<file path="src/hdl/tensor_axis_permute_addresser_defines.svh">
`ifndef TENSOR_AXIS_PERMUTE_ADDRESSER_DEFINES_SVH
`define TENSOR_AXIS_PERMUTE_ADDRESSER_DEFINES_SVH

// Check a condition at every edge outside reset.
`define TAP_ASSERT_ALWAYS(label, cond) \
  label: assert property (@(posedge clk) disable iff (rst) (cond)) \
    else $error("tap: invariant violated");

// Check that a trigger is followed by a consequence in the next cycle.
`define TAP_ASSERT_NEXT(label, trig, cons) \
  label: assert property (@(posedge clk) disable iff (rst) (trig) |=> (cons)) \
    else $error("tap: next-cycle check failed");

`endif

</file>
<file path="src/hdl/tap_pkg.sv">
package tap_pkg;

  localparam int MAX_AXES    = 4;
  localparam int AXIS_W      = 2;
  localparam int INDEX_W     = 8;
  localparam int EXTENT_W    = 9;
  localparam int MAX_EXTENT  = 256;
  localparam int ORDER_W     = 3;
  localparam int PERM_W      = 8;
  localparam int ELEMENT_W   = 64;
  localparam int OFFSET_W    = 32;
  localparam int CFG_ADDR_W  = 3;
  localparam int CFG_DATA_W  = 9;
  localparam int QUEUE_DEPTH = 2;

  localparam logic [CFG_ADDR_W-1:0] REG_ORDER  = 3'd0;
  localparam logic [CFG_ADDR_W-1:0] REG_SIZE_0 = 3'd1;
  localparam logic [CFG_ADDR_W-1:0] REG_SIZE_1 = 3'd2;
  localparam logic [CFG_ADDR_W-1:0] REG_SIZE_2 = 3'd3;
  localparam logic [CFG_ADDR_W-1:0] REG_SIZE_3 = 3'd4;
  localparam logic [CFG_ADDR_W-1:0] REG_PERM   = 3'd5;

  localparam logic [PERM_W-1:0] PERM_IDENTITY = 8'hE4;

  typedef struct packed {
    logic [ORDER_W-1:0]                   order;
    logic [MAX_AXES-1:0][EXTENT_W-1:0]    size;
    logic [PERM_W-1:0]                    perm;
  } cfg_t;

  typedef struct packed {
    logic [MAX_AXES-1:0][INDEX_W-1:0]     index;
    logic [ELEMENT_W-1:0]                 element;
    logic                                 last;
    logic                                 status;
  } item_t;

  function automatic logic [AXIS_W-1:0] perm_field(input logic [PERM_W-1:0] perm,
                                                   input int k);
    return perm[k*AXIS_W +: AXIS_W];
  endfunction

endpackage

</file>
<file path="src/hdl/tap_cfg.sv">
module tap_cfg (
  input  logic                            clk,
  input  logic                            rst,
  input  logic                            cfg_write,
  input  logic [tap_pkg::CFG_ADDR_W-1:0]  cfg_addr,
  input  logic [tap_pkg::CFG_DATA_W-1:0]  cfg_data,
  output tap_pkg::cfg_t                   cfg
);
  import tap_pkg::*;

  logic [ORDER_W-1:0]  order_val;
  logic [ORDER_W-1:0]  order_sat;
  logic [EXTENT_W-1:0] size_val;
  logic [EXTENT_W-1:0] size_sat;
  logic [AXIS_W-1:0]   size_sel;

  assign order_val = cfg_data[ORDER_W-1:0];
  assign order_sat = (order_val > ORDER_W'(MAX_AXES)) ? ORDER_W'(MAX_AXES) : order_val;
  assign size_val  = cfg_data[EXTENT_W-1:0];
  assign size_sat  = (size_val > EXTENT_W'(MAX_EXTENT)) ? EXTENT_W'(MAX_EXTENT) : size_val;
  assign size_sel  = AXIS_W'(cfg_addr - REG_SIZE_0);

  always_ff @(posedge clk) begin
    if (rst) begin
      cfg.order <= ORDER_W'(1);
      for (int a = 0; a < MAX_AXES; a++) begin
        cfg.size[a] <= EXTENT_W'(1);
      end
      cfg.perm <= PERM_IDENTITY;
    end else if (cfg_write) begin
      case (cfg_addr)
        REG_ORDER: begin
          if (order_val != '0) cfg.order <= order_sat;
        end
        REG_SIZE_0, REG_SIZE_1, REG_SIZE_2, REG_SIZE_3: begin
          if (size_val != '0) cfg.size[size_sel] <= size_sat;
        end
        REG_PERM: begin
          cfg.perm <= cfg_data[PERM_W-1:0];
        end
        default: begin
        end
      endcase
    end
  end

endmodule

</file>
<file path="src/hdl/tap_front.sv">
`include "tensor_axis_permute_addresser_defines.svh"

module tap_front (
  input  logic                            clk,
  input  logic                            rst,
  input  tap_pkg::cfg_t                   cfg,
  input  logic                            accept,
  input  logic [tap_pkg::ELEMENT_W-1:0]   element_bits,
  input  logic                            restart,
  output tap_pkg::item_t                  item
);
  import tap_pkg::*;

  logic [MAX_AXES-1:0][INDEX_W-1:0] source_index;
  logic [MAX_AXES-1:0][INDEX_W-1:0] eff_index;
  logic [MAX_AXES-1:0][INDEX_W-1:0] source_index_next;
  logic                             perm_ok;
  logic                             at_end;
  logic                             carry;
  logic [AXIS_W-1:0]                field_k;

  assign eff_index = restart ? '0 : source_index;

  always_comb begin
    perm_ok = 1'b1;
    field_k = '0;
    for (int k = 0; k < MAX_AXES; k++) begin
      field_k = perm_field(cfg.perm, k);
      if (ORDER_W'(k) < cfg.order) begin
        if (ORDER_W'(field_k) >= cfg.order) perm_ok = 1'b0;
        for (int j = 0; j < k; j++) begin
          if (perm_field(cfg.perm, j) == field_k) perm_ok = 1'b0;
        end
      end
    end
  end

  always_comb begin
    at_end = 1'b1;
    for (int k = 0; k < MAX_AXES; k++) begin
      if ((ORDER_W'(k) < cfg.order) &&
          ((EXTENT_W'(eff_index[k]) + EXTENT_W'(1)) < cfg.size[k])) begin
        at_end = 1'b0;
      end
    end
  end

  // advance the odometer, last used axis fastest
  always_comb begin
    source_index_next = eff_index;
    carry = 1'b1;
    for (int a = MAX_AXES - 1; a >= 0; a--) begin
      if (carry && (ORDER_W'(a) < cfg.order)) begin
        if ((EXTENT_W'(eff_index[a]) + EXTENT_W'(1)) < cfg.size[a]) begin
          source_index_next[a] = eff_index[a] + INDEX_W'(1);
          carry = 1'b0;
        end else begin
          source_index_next[a] = '0;
        end
      end
    end
  end

  always_ff @(posedge clk) begin
    if (rst) begin
      source_index <= '0;
    end else if (accept) begin
      source_index <= perm_ok ? source_index_next : eff_index;
    end
  end

  assign item.index   = eff_index;
  assign item.element = element_bits;
  assign item.last    = perm_ok & at_end;
  assign item.status  = ~perm_ok;

  `TAP_ASSERT_NEXT(a_idle_holds, !accept, $stable(source_index))
  `TAP_ASSERT_NEXT(a_error_holds, accept && !perm_ok && !restart, $stable(source_index))

endmodule

</file>
<file path="src/hdl/tap_queue.sv">
`include "tensor_axis_permute_addresser_defines.svh"

module tap_queue (
  input  logic            clk,
  input  logic            rst,
  input  logic            wr_en,
  input  tap_pkg::item_t  wr_item,
  output logic            full,
  input  logic            rd_en,
  output tap_pkg::item_t  rd_item,
  output logic            empty
);
  import tap_pkg::*;

  localparam int PTR_W = (QUEUE_DEPTH > 1) ? $clog2(QUEUE_DEPTH) : 1;
  localparam int CNT_W = $clog2(QUEUE_DEPTH + 1);

  item_t            entries [QUEUE_DEPTH];
  logic [PTR_W-1:0] wr_ptr;
  logic [PTR_W-1:0] rd_ptr;
  logic [CNT_W-1:0] count;
  logic             do_wr;
  logic             do_rd;

  assign full    = (count == CNT_W'(QUEUE_DEPTH));
  assign empty   = (count == '0);
  assign do_wr   = wr_en && !full;
  assign do_rd   = rd_en && !empty;
  assign rd_item = entries[rd_ptr];

  always_ff @(posedge clk) begin
    if (do_wr) entries[wr_ptr] <= wr_item;
  end

  always_ff @(posedge clk) begin
    if (rst) begin
      wr_ptr <= '0;
      rd_ptr <= '0;
      count  <= '0;
    end else begin
      if (do_wr) begin
        wr_ptr <= (wr_ptr == PTR_W'(QUEUE_DEPTH - 1)) ? '0 : wr_ptr + PTR_W'(1);
      end
      if (do_rd) begin
        rd_ptr <= (rd_ptr == PTR_W'(QUEUE_DEPTH - 1)) ? '0 : rd_ptr + PTR_W'(1);
      end
      case ({do_wr, do_rd})
        2'b10:   count <= count + CNT_W'(1);
        2'b01:   count <= count - CNT_W'(1);
        default: count <= count;
      endcase
    end
  end

  `TAP_ASSERT_ALWAYS(a_count_bound, count <= CNT_W'(QUEUE_DEPTH))
  `TAP_ASSERT_NEXT(a_count_up, do_wr && !do_rd, count == $past(count) + CNT_W'(1))

endmodule

</file>
<file path="src/hdl/tap_back.sv">
`include "tensor_axis_permute_addresser_defines.svh"

module tap_back (
  input  logic                            clk,
  input  logic                            rst,
  input  tap_pkg::cfg_t                   cfg,
  input  logic                            in_valid,
  input  tap_pkg::item_t                  in_item,
  output logic                            in_ready,
  input  logic                            pop,
  output logic                            empty,
  output logic [tap_pkg::OFFSET_W-1:0]    dest_offset,
  output logic [tap_pkg::ELEMENT_W-1:0]   element_out,
  output logic                            last_element,
  output logic                            status
);
  import tap_pkg::*;

  localparam int PROD_W = OFFSET_W + EXTENT_W;

  logic [MAX_AXES-1:0] stage_valid;
  logic [MAX_AXES-1:0] stage_ready;
  item_t               stage_item [MAX_AXES];
  logic [OFFSET_W-1:0] stage_acc  [MAX_AXES];

  // Horner step per destination axis: acc = acc * extent + index
  for (genvar s = 0; s < MAX_AXES; s++) begin : g_stage
    localparam logic [ORDER_W-1:0] STAGE = ORDER_W'(s);

    logic                prev_valid;
    item_t               prev_item;
    logic [OFFSET_W-1:0] prev_acc;
    logic                down_ready;
    logic [AXIS_W-1:0]   src;
    logic [PROD_W-1:0]   prod;
    logic [OFFSET_W-1:0] acc_next;

    if (s == 0) begin : g_head
      assign prev_valid = in_valid;
      assign prev_item  = in_item;
      assign prev_acc   = '0;
    end else begin : g_body
      assign prev_valid = stage_valid[s-1];
      assign prev_item  = stage_item[s-1];
      assign prev_acc   = stage_acc[s-1];
    end

    if (s == MAX_AXES - 1) begin : g_tail
      assign down_ready = pop;
    end else begin : g_mid
      assign down_ready = stage_ready[s+1];
    end

    assign stage_ready[s] = !stage_valid[s] || down_ready;
    assign src            = perm_field(cfg.perm, s);
    assign prod           = PROD_W'(prev_acc) * PROD_W'(cfg.size[src]);
    assign acc_next       = (STAGE < cfg.order)
                          ? prod[OFFSET_W-1:0] + OFFSET_W'(prev_item.index[src])
                          : prev_acc;

    always_ff @(posedge clk) begin
      if (rst) begin
        stage_valid[s] <= 1'b0;
      end else if (stage_ready[s]) begin
        stage_valid[s] <= prev_valid;
      end
    end

    always_ff @(posedge clk) begin
      if (stage_ready[s] && prev_valid) begin
        stage_item[s] <= prev_item;
        stage_acc[s]  <= acc_next;
      end
    end
  end

  assign in_ready     = stage_ready[0];
  assign empty        = !stage_valid[MAX_AXES-1];
  assign status       = stage_item[MAX_AXES-1].status;
  assign last_element = stage_item[MAX_AXES-1].last;
  assign element_out  = stage_item[MAX_AXES-1].element;
  assign dest_offset  = status ? '0 : stage_acc[MAX_AXES-1];

  `TAP_ASSERT_ALWAYS(a_error_not_last, empty || !status || !last_element)

endmodule

</file>
<file path="src/hdl/tensor_axis_permute_addresser.sv">
// Tensor axis permutation addresser.
// Input channel (push/full): one beat per source element in row-major order,
// carrying element_bits and restart; a beat is taken when push is high and
// full is low. restart clears the source index before that element.
// Result channel (empty/pop): one beat per input beat, in order, carrying
// dest_offset, element_out, last_element and status; the oldest result is
// shown while empty is low and leaves when pop is high.
// Configuration: cfg_write with cfg_addr/cfg_data writes one register
// (order, four extents, permutation); write only while no beat is in flight.
// An accepted beat is written into the queue, then passes the offset pipeline
// (a multiply per axis); throughput is one beat per cycle while pop is high.
// When pop is held low the pipeline and a two-beat queue fill up, then full
// rises; nothing is dropped. Reset clears the source index, empties the
// pipeline and loads order 1, extents 1 and the identity permutation.
module tensor_axis_permute_addresser (
  input  logic                            clk,
  input  logic                            rst,
  input  logic                            cfg_write,
  input  logic [tap_pkg::CFG_ADDR_W-1:0]  cfg_addr,
  input  logic [tap_pkg::CFG_DATA_W-1:0]  cfg_data,
  input  logic                            push,
  output logic                            full,
  input  logic [tap_pkg::ELEMENT_W-1:0]   element_bits,
  input  logic                            restart,
  output logic                            empty,
  input  logic                            pop,
  output logic [tap_pkg::OFFSET_W-1:0]    dest_offset,
  output logic [tap_pkg::ELEMENT_W-1:0]   element_out,
  output logic                            last_element,
  output logic                            status
);
  import tap_pkg::*;

  cfg_t  cfg;
  item_t front_item;
  item_t queue_item;
  logic  accept;
  logic  queue_empty;
  logic  back_ready;

  assign accept = push && !full;

  tap_cfg u_cfg (
    .clk       (clk),
    .rst       (rst),
    .cfg_write (cfg_write),
    .cfg_addr  (cfg_addr),
    .cfg_data  (cfg_data),
    .cfg       (cfg)
  );

  tap_front u_front (
    .clk          (clk),
    .rst          (rst),
    .cfg          (cfg),
    .accept       (accept),
    .element_bits (element_bits),
    .restart      (restart),
    .item         (front_item)
  );

  tap_queue u_queue (
    .clk     (clk),
    .rst     (rst),
    .wr_en   (push),
    .wr_item (front_item),
    .full    (full),
    .rd_en   (back_ready),
    .rd_item (queue_item),
    .empty   (queue_empty)
  );

  tap_back u_back (
    .clk          (clk),
    .rst          (rst),
    .cfg          (cfg),
    .in_valid     (!queue_empty),
    .in_item      (queue_item),
    .in_ready     (back_ready),
    .pop          (pop),
    .empty        (empty),
    .dest_offset  (dest_offset),
    .element_out  (element_out),
    .last_element (last_element),
    .status       (status)
  );

endmodule
</file>
<file path="config.mk">
export PLATFORM = sky130hd
export DESIGN_NAME = tensor_axis_permute_addresser
export DESIGN_NICKNAME = d
export VERILOG_FILES = /design/src/hdl/tap_pkg.sv /design/src/hdl/tap_cfg.sv /design/src/hdl/tap_front.sv /design/src/hdl/tap_queue.sv /design/src/hdl/tap_back.sv /design/src/hdl/tensor_axis_permute_addresser.sv
export VERILOG_INCLUDE_DIRS = /design/src /design/src/hdl
export SDC_FILE = /design/constraint.sdc
export NUM_CORES = 2
export LEC_CHECK = 0
export BUFFER_PORTS_ARGS = -buffer_cell sky130_fd_sc_hd__buf_2
export CORE_ASPECT_RATIO = 2
export CORE_UTILIZATION = 60
export DETAILED_ROUTE_END_ITERATION = 7
export MAX_ROUTING_LAYER = met4
export PLACE_DENSITY = 0.81
export SYNTH_ARGS = -nofsm -noshare
export SYNTH_HDL_FRONTEND = slang
export SYNTH_HIERARCHICAL = 1
export SYNTH_SLANG_ARGS = --single-unit
</file>
<file path="constraint.sdc">
create_clock -name clk -period 17.01 [get_ports clk]
set_input_delay 1.701 -clock clk [delete_from_list [all_inputs] [get_ports clk]]
set_output_delay 1.701 -clock clk [all_outputs]
set_load 0.03 [all_outputs]
</file>
* After elaboration in Yosys (flattened, before gate mapping)
Memories as Yosys holds them, arrays and structs flattened. A register that Yosys moved wholly into a read port is not among the register bits. Cells that the tools add are included.
Storage, ports and cells: bits in writable memories 716, bits of input ports 82, ROM bits 0, output and inout bits 100, logic and storage cells 180, latch bits 0, register bits after elaboration 87, memories kept 3
Cells by class: reduce and logical (&&, ||, !) cells 32, shift operators 0, bitwise logic cells 2, muxes and demuxes 73, div/mod/pow operators 0, add/sub/neg operators 16, order comparisons 20, eq/ne operators 14, multiply operators 3
Memories:
- u_back.stage_item | depth 4, width 98, read ports 4, clocked after memory_dff 0, write ports 4, RTL line tap_back.sv:23 | item_t stage_item [MAX_AXES];
- u_queue.entries | depth 2, width 98, read ports 1, clocked after memory_dff 1, write ports 1, RTL line tap_queue.sv:18 | item_t entries [QUEUE_DEPTH];
- u_back.stage_acc | depth 4, width 32, read ports 4, clocked after memory_dff 0, write ports 4, RTL line tap_back.sv:24 | logic [OFFSET_W-1:0] stage_acc [MAX_AXES];
Operators with widths (number):
- two-way mux 32 bit | 6
- two-way mux 8 bit | 13
- adder 32 x 8 -> 32 bit | 3
- multiplier 32 x 9 -> 32 bit | 3
- binary-select mux 8 bit (select 2 bit) | 4
- binary-select mux 9 bit (select 2 bit) | 3
- two-way mux 9 bit | 5
- two-way mux 1 bit | 38
- adder 8 x 1 -> 9 bit, second input constant | 4
- bitwise mux 36 bit | 1
- < comparator 9 bit | 4
- adder 8 x 1 -> 8 bit, second input constant | 4
- demux 9 bit (select 2 bit) | 1
- < comparator 2 x 3 -> 1 bit, second input constant | 5
- logical AND 1 bit | 13
- equality test 2 bit | 6
- greater-or-equal comparator 2 x 3 -> 1 bit | 4
- > comparator 9 bit, second input constant | 1
- nonzero test 9 bit | 1
- equality test 3 x 2 -> 1 bit, second input constant | 2
- equality test 3 bit, second input constant | 2
- zero test 1 bit | 6
- < comparator 1 x 3 -> 1 bit, first input constant | 2
- < comparator 2 x 3 -> 1 bit, first input constant | 2
- 20 further kinds | 27

* Longest topological paths before layout
depth after elaboration 16, mapped depth 24, gate-level depth less buffers 21

* Cells and area by module
The synthesis kept the hierarchy.
By module, submodules not included:
- tap_back | cells each 2515, instances 1, seq. area each 13563.0 um2, area each 32164.6 um2
- tap_queue | cells each 331, instances 1, seq. area each 5985.7 um2, area each 7283.2 um2
- tap_front | cells each 472, instances 1, seq. area each 640.6 um2, area each 3658.5 um2
- tap_cfg | cells each 195, instances 1, seq. area each 940.9 um2, area each 1868.0 um2
- tensor_axis_permute_addresser | cells each 2, instances 1, seq. area each 0.0 um2, area each 17.5 um2

* Worst setup path before layout
No wires, ideal clock.
path kind input to register, start in pop, end mem u_back.stage_acc[2][0], enable pin, library setup time 0.810 ns, buffers on the path 0, data required time 16.200 ns, data arrival time 11.036 ns, stages on the path 2, setup slack 5.164 ns, cells stage by stage nor2_1 a21boi_0
RTL lines:
- start, declared | RTL line tensor_axis_permute_addresser.sv:26 | input logic pop,
- end, declared | RTL line tap_back.sv:24

==> flow_metrics.py <==
metrics = {
    "critical_path": {
        "crit_path_max_incr_delay_ps": 670,
        "path_cells": "buf_4 > mux4_2 > nand2_1 > fa_1 > inv_1 > fa_1 > inv_1 > fa_1 > inv_1 > fa_1 > inv_1 > fa_1 > inv_1 > ha_1 > o21a_1 > o21a_1 > a21oi_1 > o21ai_1 > a21oi_2 > o21ai_1 > a2111o_1 > o311ai_1",
        "critPathBufInv": 6,
        "start_kind": "flop",
        "critPathSlowestCell": "dfxtp_1",
        "rr_worst_depth": 22,
        "required_ps": 17470,
        "crit_fanout": 30,
        "crit_family": "adder cells",
        "reg2reg_from": "u_cfg/cfg[7]",
        "r2r_setup_slack_ps": 9890,
        "r2r_end": "u_back/stage_acc[3][29]",
        "cp.arrival_ps": 7580,
        "crit_type": "flop to flop",
        "worstSetupEndpointType": "flop",
    },
    "route": {
        "first_pass_iters": 6,
        "detail_route.wl_per_cell_microns": 23.1,
        "via_count": 27559,
        "totalWireLength_mm": 105,
        "ant_nets": 0,
        "vias_per_cell": 6.04,
        "drtIter0Drc": 1632,
        "post-route-drc-count": 0,
    },
    "floorplan": {
        "io_pins": 182,
        "die_area_sq_um": 76200,
        "start_util_pct": 60.7,
        "die_h_microns": 389,
        "num_rows": 141,
        "die_w_microns": 196,
        "core_area_sq_um": 74100,
    },
    "clock_network": {
        "cts.sinks": 733,
        "clockBufferDepth": 3,
        "cts_tree": "yes",
        "cts_buffers": 60,
        "cts_setup_buffers": 0,
        "clk_latency_ps": 690,
        "cts_hold_buffers": 0,
        "cts_resized": 0,
        "path_clk_slew_ps": 70,
        "htree_levels": 2,
        "clockRootBuffer": "clkbuf_16",
    },
    "status": {
        "status": "completed",
    },
    "global_route": {
        "grt_pass1_wl_mm": 162,
        "overflow": 0,
        "grt_max_degree": 73,
        "grtUsageTotal_pct": 29.1,
        "grt_pass1_vias": 29780,
        "antenna_found_initial": 4,
    },
    "synthesis": {
        "synth_top_area_share_pct": 43.0,
        "synth_area_leaders": "edfxtp_1 (43%), fa_1 (16%), ha_1 (7.0%)",
        "yosysTopAreaCell": "edfxtp_1",
        "synth.ff_latch_count": 733,
        "async_reset_ff_share_pct": 0,
        "ys_seq_area_share_pct": 47.0,
        "synth_nets": 4204,
        "synth_area_per_cell_sq_um": 12.8,
        "ys_warn_count": 6,
        "synth_edf_count": 645,
        "synth_cell_type_count": 95,
        "syn-instance-count": 3515,
        "netlist_area_sq_um": 45000,
        "ys_top_cells_by_count": "edfxtp_1 (645), nand2_1 (366), fa_1 (355)",
        "yosysMostFrequentCell": "edfxtp_1",
        "synth_flop_cell": "edfxtp_1",
    },
    "place": {
        "hpwl_mm": 77.2,
        "dp_cells": 4443,
        "placed_area_sq_um": 46300,
        "gp_congestion": 0.992,
        "port_buffers": 181,
    },
    "hold_path": {
        "holdPathStages": 0,
        "hold_path.class": "flop to flop",
        "worstHoldEndpoint": "u_back/stage_item[3][62]",
        "worstHoldStart": "u_back/stage_item[2][62]",
    },
    "sta": {
        "tightestPinTransition_ps": 1240,
        "fin_tns_setup_ps": 0,
        "rsz0062_at_grt": "false",
        "drv_slew": 0,
        "hold_violations": 0,
        "skew_ps": 69.5,
        "max_freq_ghz": 0.140,
        "relSlewSlack_pct": 16.4,
        "min_period_ps": 7120,
        "timing.final.crit_share_pct": 41.9,
        "setup_viol": 0,
    },
    "layout": {
        "nets": 4265,
        "area_growth_syn_to_layout_pct": 7.45,
        "drive_gt1_share_pct": 14.6,
        "fin_cells": 4559,
        "finish.instance_area_sq_um": 48300,
    },
    "power": {
        "total_leakage_power_nw": 19.9,
        "p_per_area_nw_per_um2": 108,
        "vdd.ir_drop.worst_mv": 0.175,
    },
    "flow_run": {
        "drv_cap": 0,
    },
}
## registers in the layout, indices dropped and copies added, names as in the netlist, named ones only
| signal | flops |
|---|---|
| u_back/stage_valid | 1 |
| u_back/stage_acc | 89 |
| u_back/g_stage.prev_valid | 3 |
| u_back/stage_item | 360 |
| u_queue/entries | 196 |
| u_queue/wr_ptr | 1 |
| u_queue/count | 2 |
| u_cfg/cfg | 47 |
| u_queue/rd_ptr | 1 |
| u_front/source_index | 32 |
## how the worst max path moves through the flow
| stage | startpoint | to | slack (ps) | cells after the start |
|---|---|---|---|---|
| after global routing | u_cfg/cfg[7] | u_back/stage_acc[3][29] | 9630 | 22 |
| after floorplan | pop | u_back/stage_acc[2][0] | 5160 | 2 |
| final | u_cfg/cfg[7] | u_back/stage_acc[3][29] | 9890 | 22 |
| after CTS | u_cfg/cfg[7] | u_back/stage_acc[3][29] | 9930 | 22 |
| after detailed placement | u_cfg/cfg[7] | u_back/stage_acc[3][29] | 9980 | 22 |
| after global placement | u_cfg/cfg[7] | u_back/stage_acc[3][29] | 10070 | 22 |
## area by class of cell
class / count / area (sq um)
Fill cell: 5355 / 25800
Multi-Input combinational cell: 2231 / 21600
Sequential cell: 733 / 21100
Clock buffer: 73 / 1580
Inverter: 340 / 1280
Tap cell: 929 / 1160
Timing Repair Buffer: 210 / 1120
Clock inverter: 39 / 498
Antenna cell: 4 / 10.0
## through the flow
stage | hold WS [ps] | util, % | setup WS [ps] | power, mW
2_1_floorplan | 400 | - | 5160 | 3.46
3_3_place_gp | 401 | 62.4 | 10070 | 3.72
3_5_place_dp | 405 | 62.4 | 9980 | 3.78
4_1_cts | 367 | 65.2 | 9930 | 5.25
5_1_grt | 380 | 65.2 | 9630 | 5.45
6_report | 368 | 65.2 | 9890 | 5.24
## layer usage
metal	GRT usage, %	wire, microns	vias up
met5	-	0	-
met4	21.4	8820	0
met3	4.11	5430	464
met2	53.7	57800	1073
met1	26.9	33100	13854
li1	-	-	12168
## power by group
| part | switching, mW | total, mW | leakage, nW | internal, mW |
|---|---|---|---|---|
| Sequential | 0.212 | 2.61 | 6.73 | 2.40 |
| Clock | 0.668 | 1.46 | 1.01 | 0.789 |
| Combinational | 0.731 | 1.17 | 12.2 | 0.442 |
| Total | 1.61 | 5.24 | 19.9 | 3.63 |
## logic make-up after synthesis
| logic type | count (synthesis) | synth area share, % |
|---|---|---|
| xor+xnor | 104 | 2.02 |
| fa+ha+maj | 607 | 22.8 |
| flops | 733 | 47.0 |
| buf+inv | 551 | 5.23 |
| compound gates | 349 | 5.32 |
| simple gates | 955 | 10.9 |
| mux | 216 | 6.79 |
## worst reg2reg max path: stages, from the launching register on
cell and delay (ps):
dfxtp_1 670, buf_4 340, mux4_2 660, nand2_1 190, fa_1 560, inv_1 50
fa_1 490, inv_1 50, fa_1 530, inv_1 50, fa_1 470, inv_1 50
fa_1 480, inv_1 40, ha_1 310, o21a_1 130, o21a_1 180, a21oi_1 350
o21ai_1 300, a21oi_2 320, o21ai_1 170, a2111o_1 440, o311ai_1 90
## layout by cell type, fill, tap and decap left out, types with 32 or more instances in the layout
master     instances
a21o_1            39
a21oi_1           91
and2_1           266
buf_2            181
clkbuf_16         61
dfxtp_1           86
edfxtp_1         645
fa_1             355
ha_1             252
inv_1            337
mux2_2           125
mux2i_1           32
mux4_2            59
nand2_1          366
nand3_1           33
nor2_1            94
nor2b_1           74
o21ai_0           51
xnor2_1           66
xor2_1            38
(Power assumes the default switching activity.)
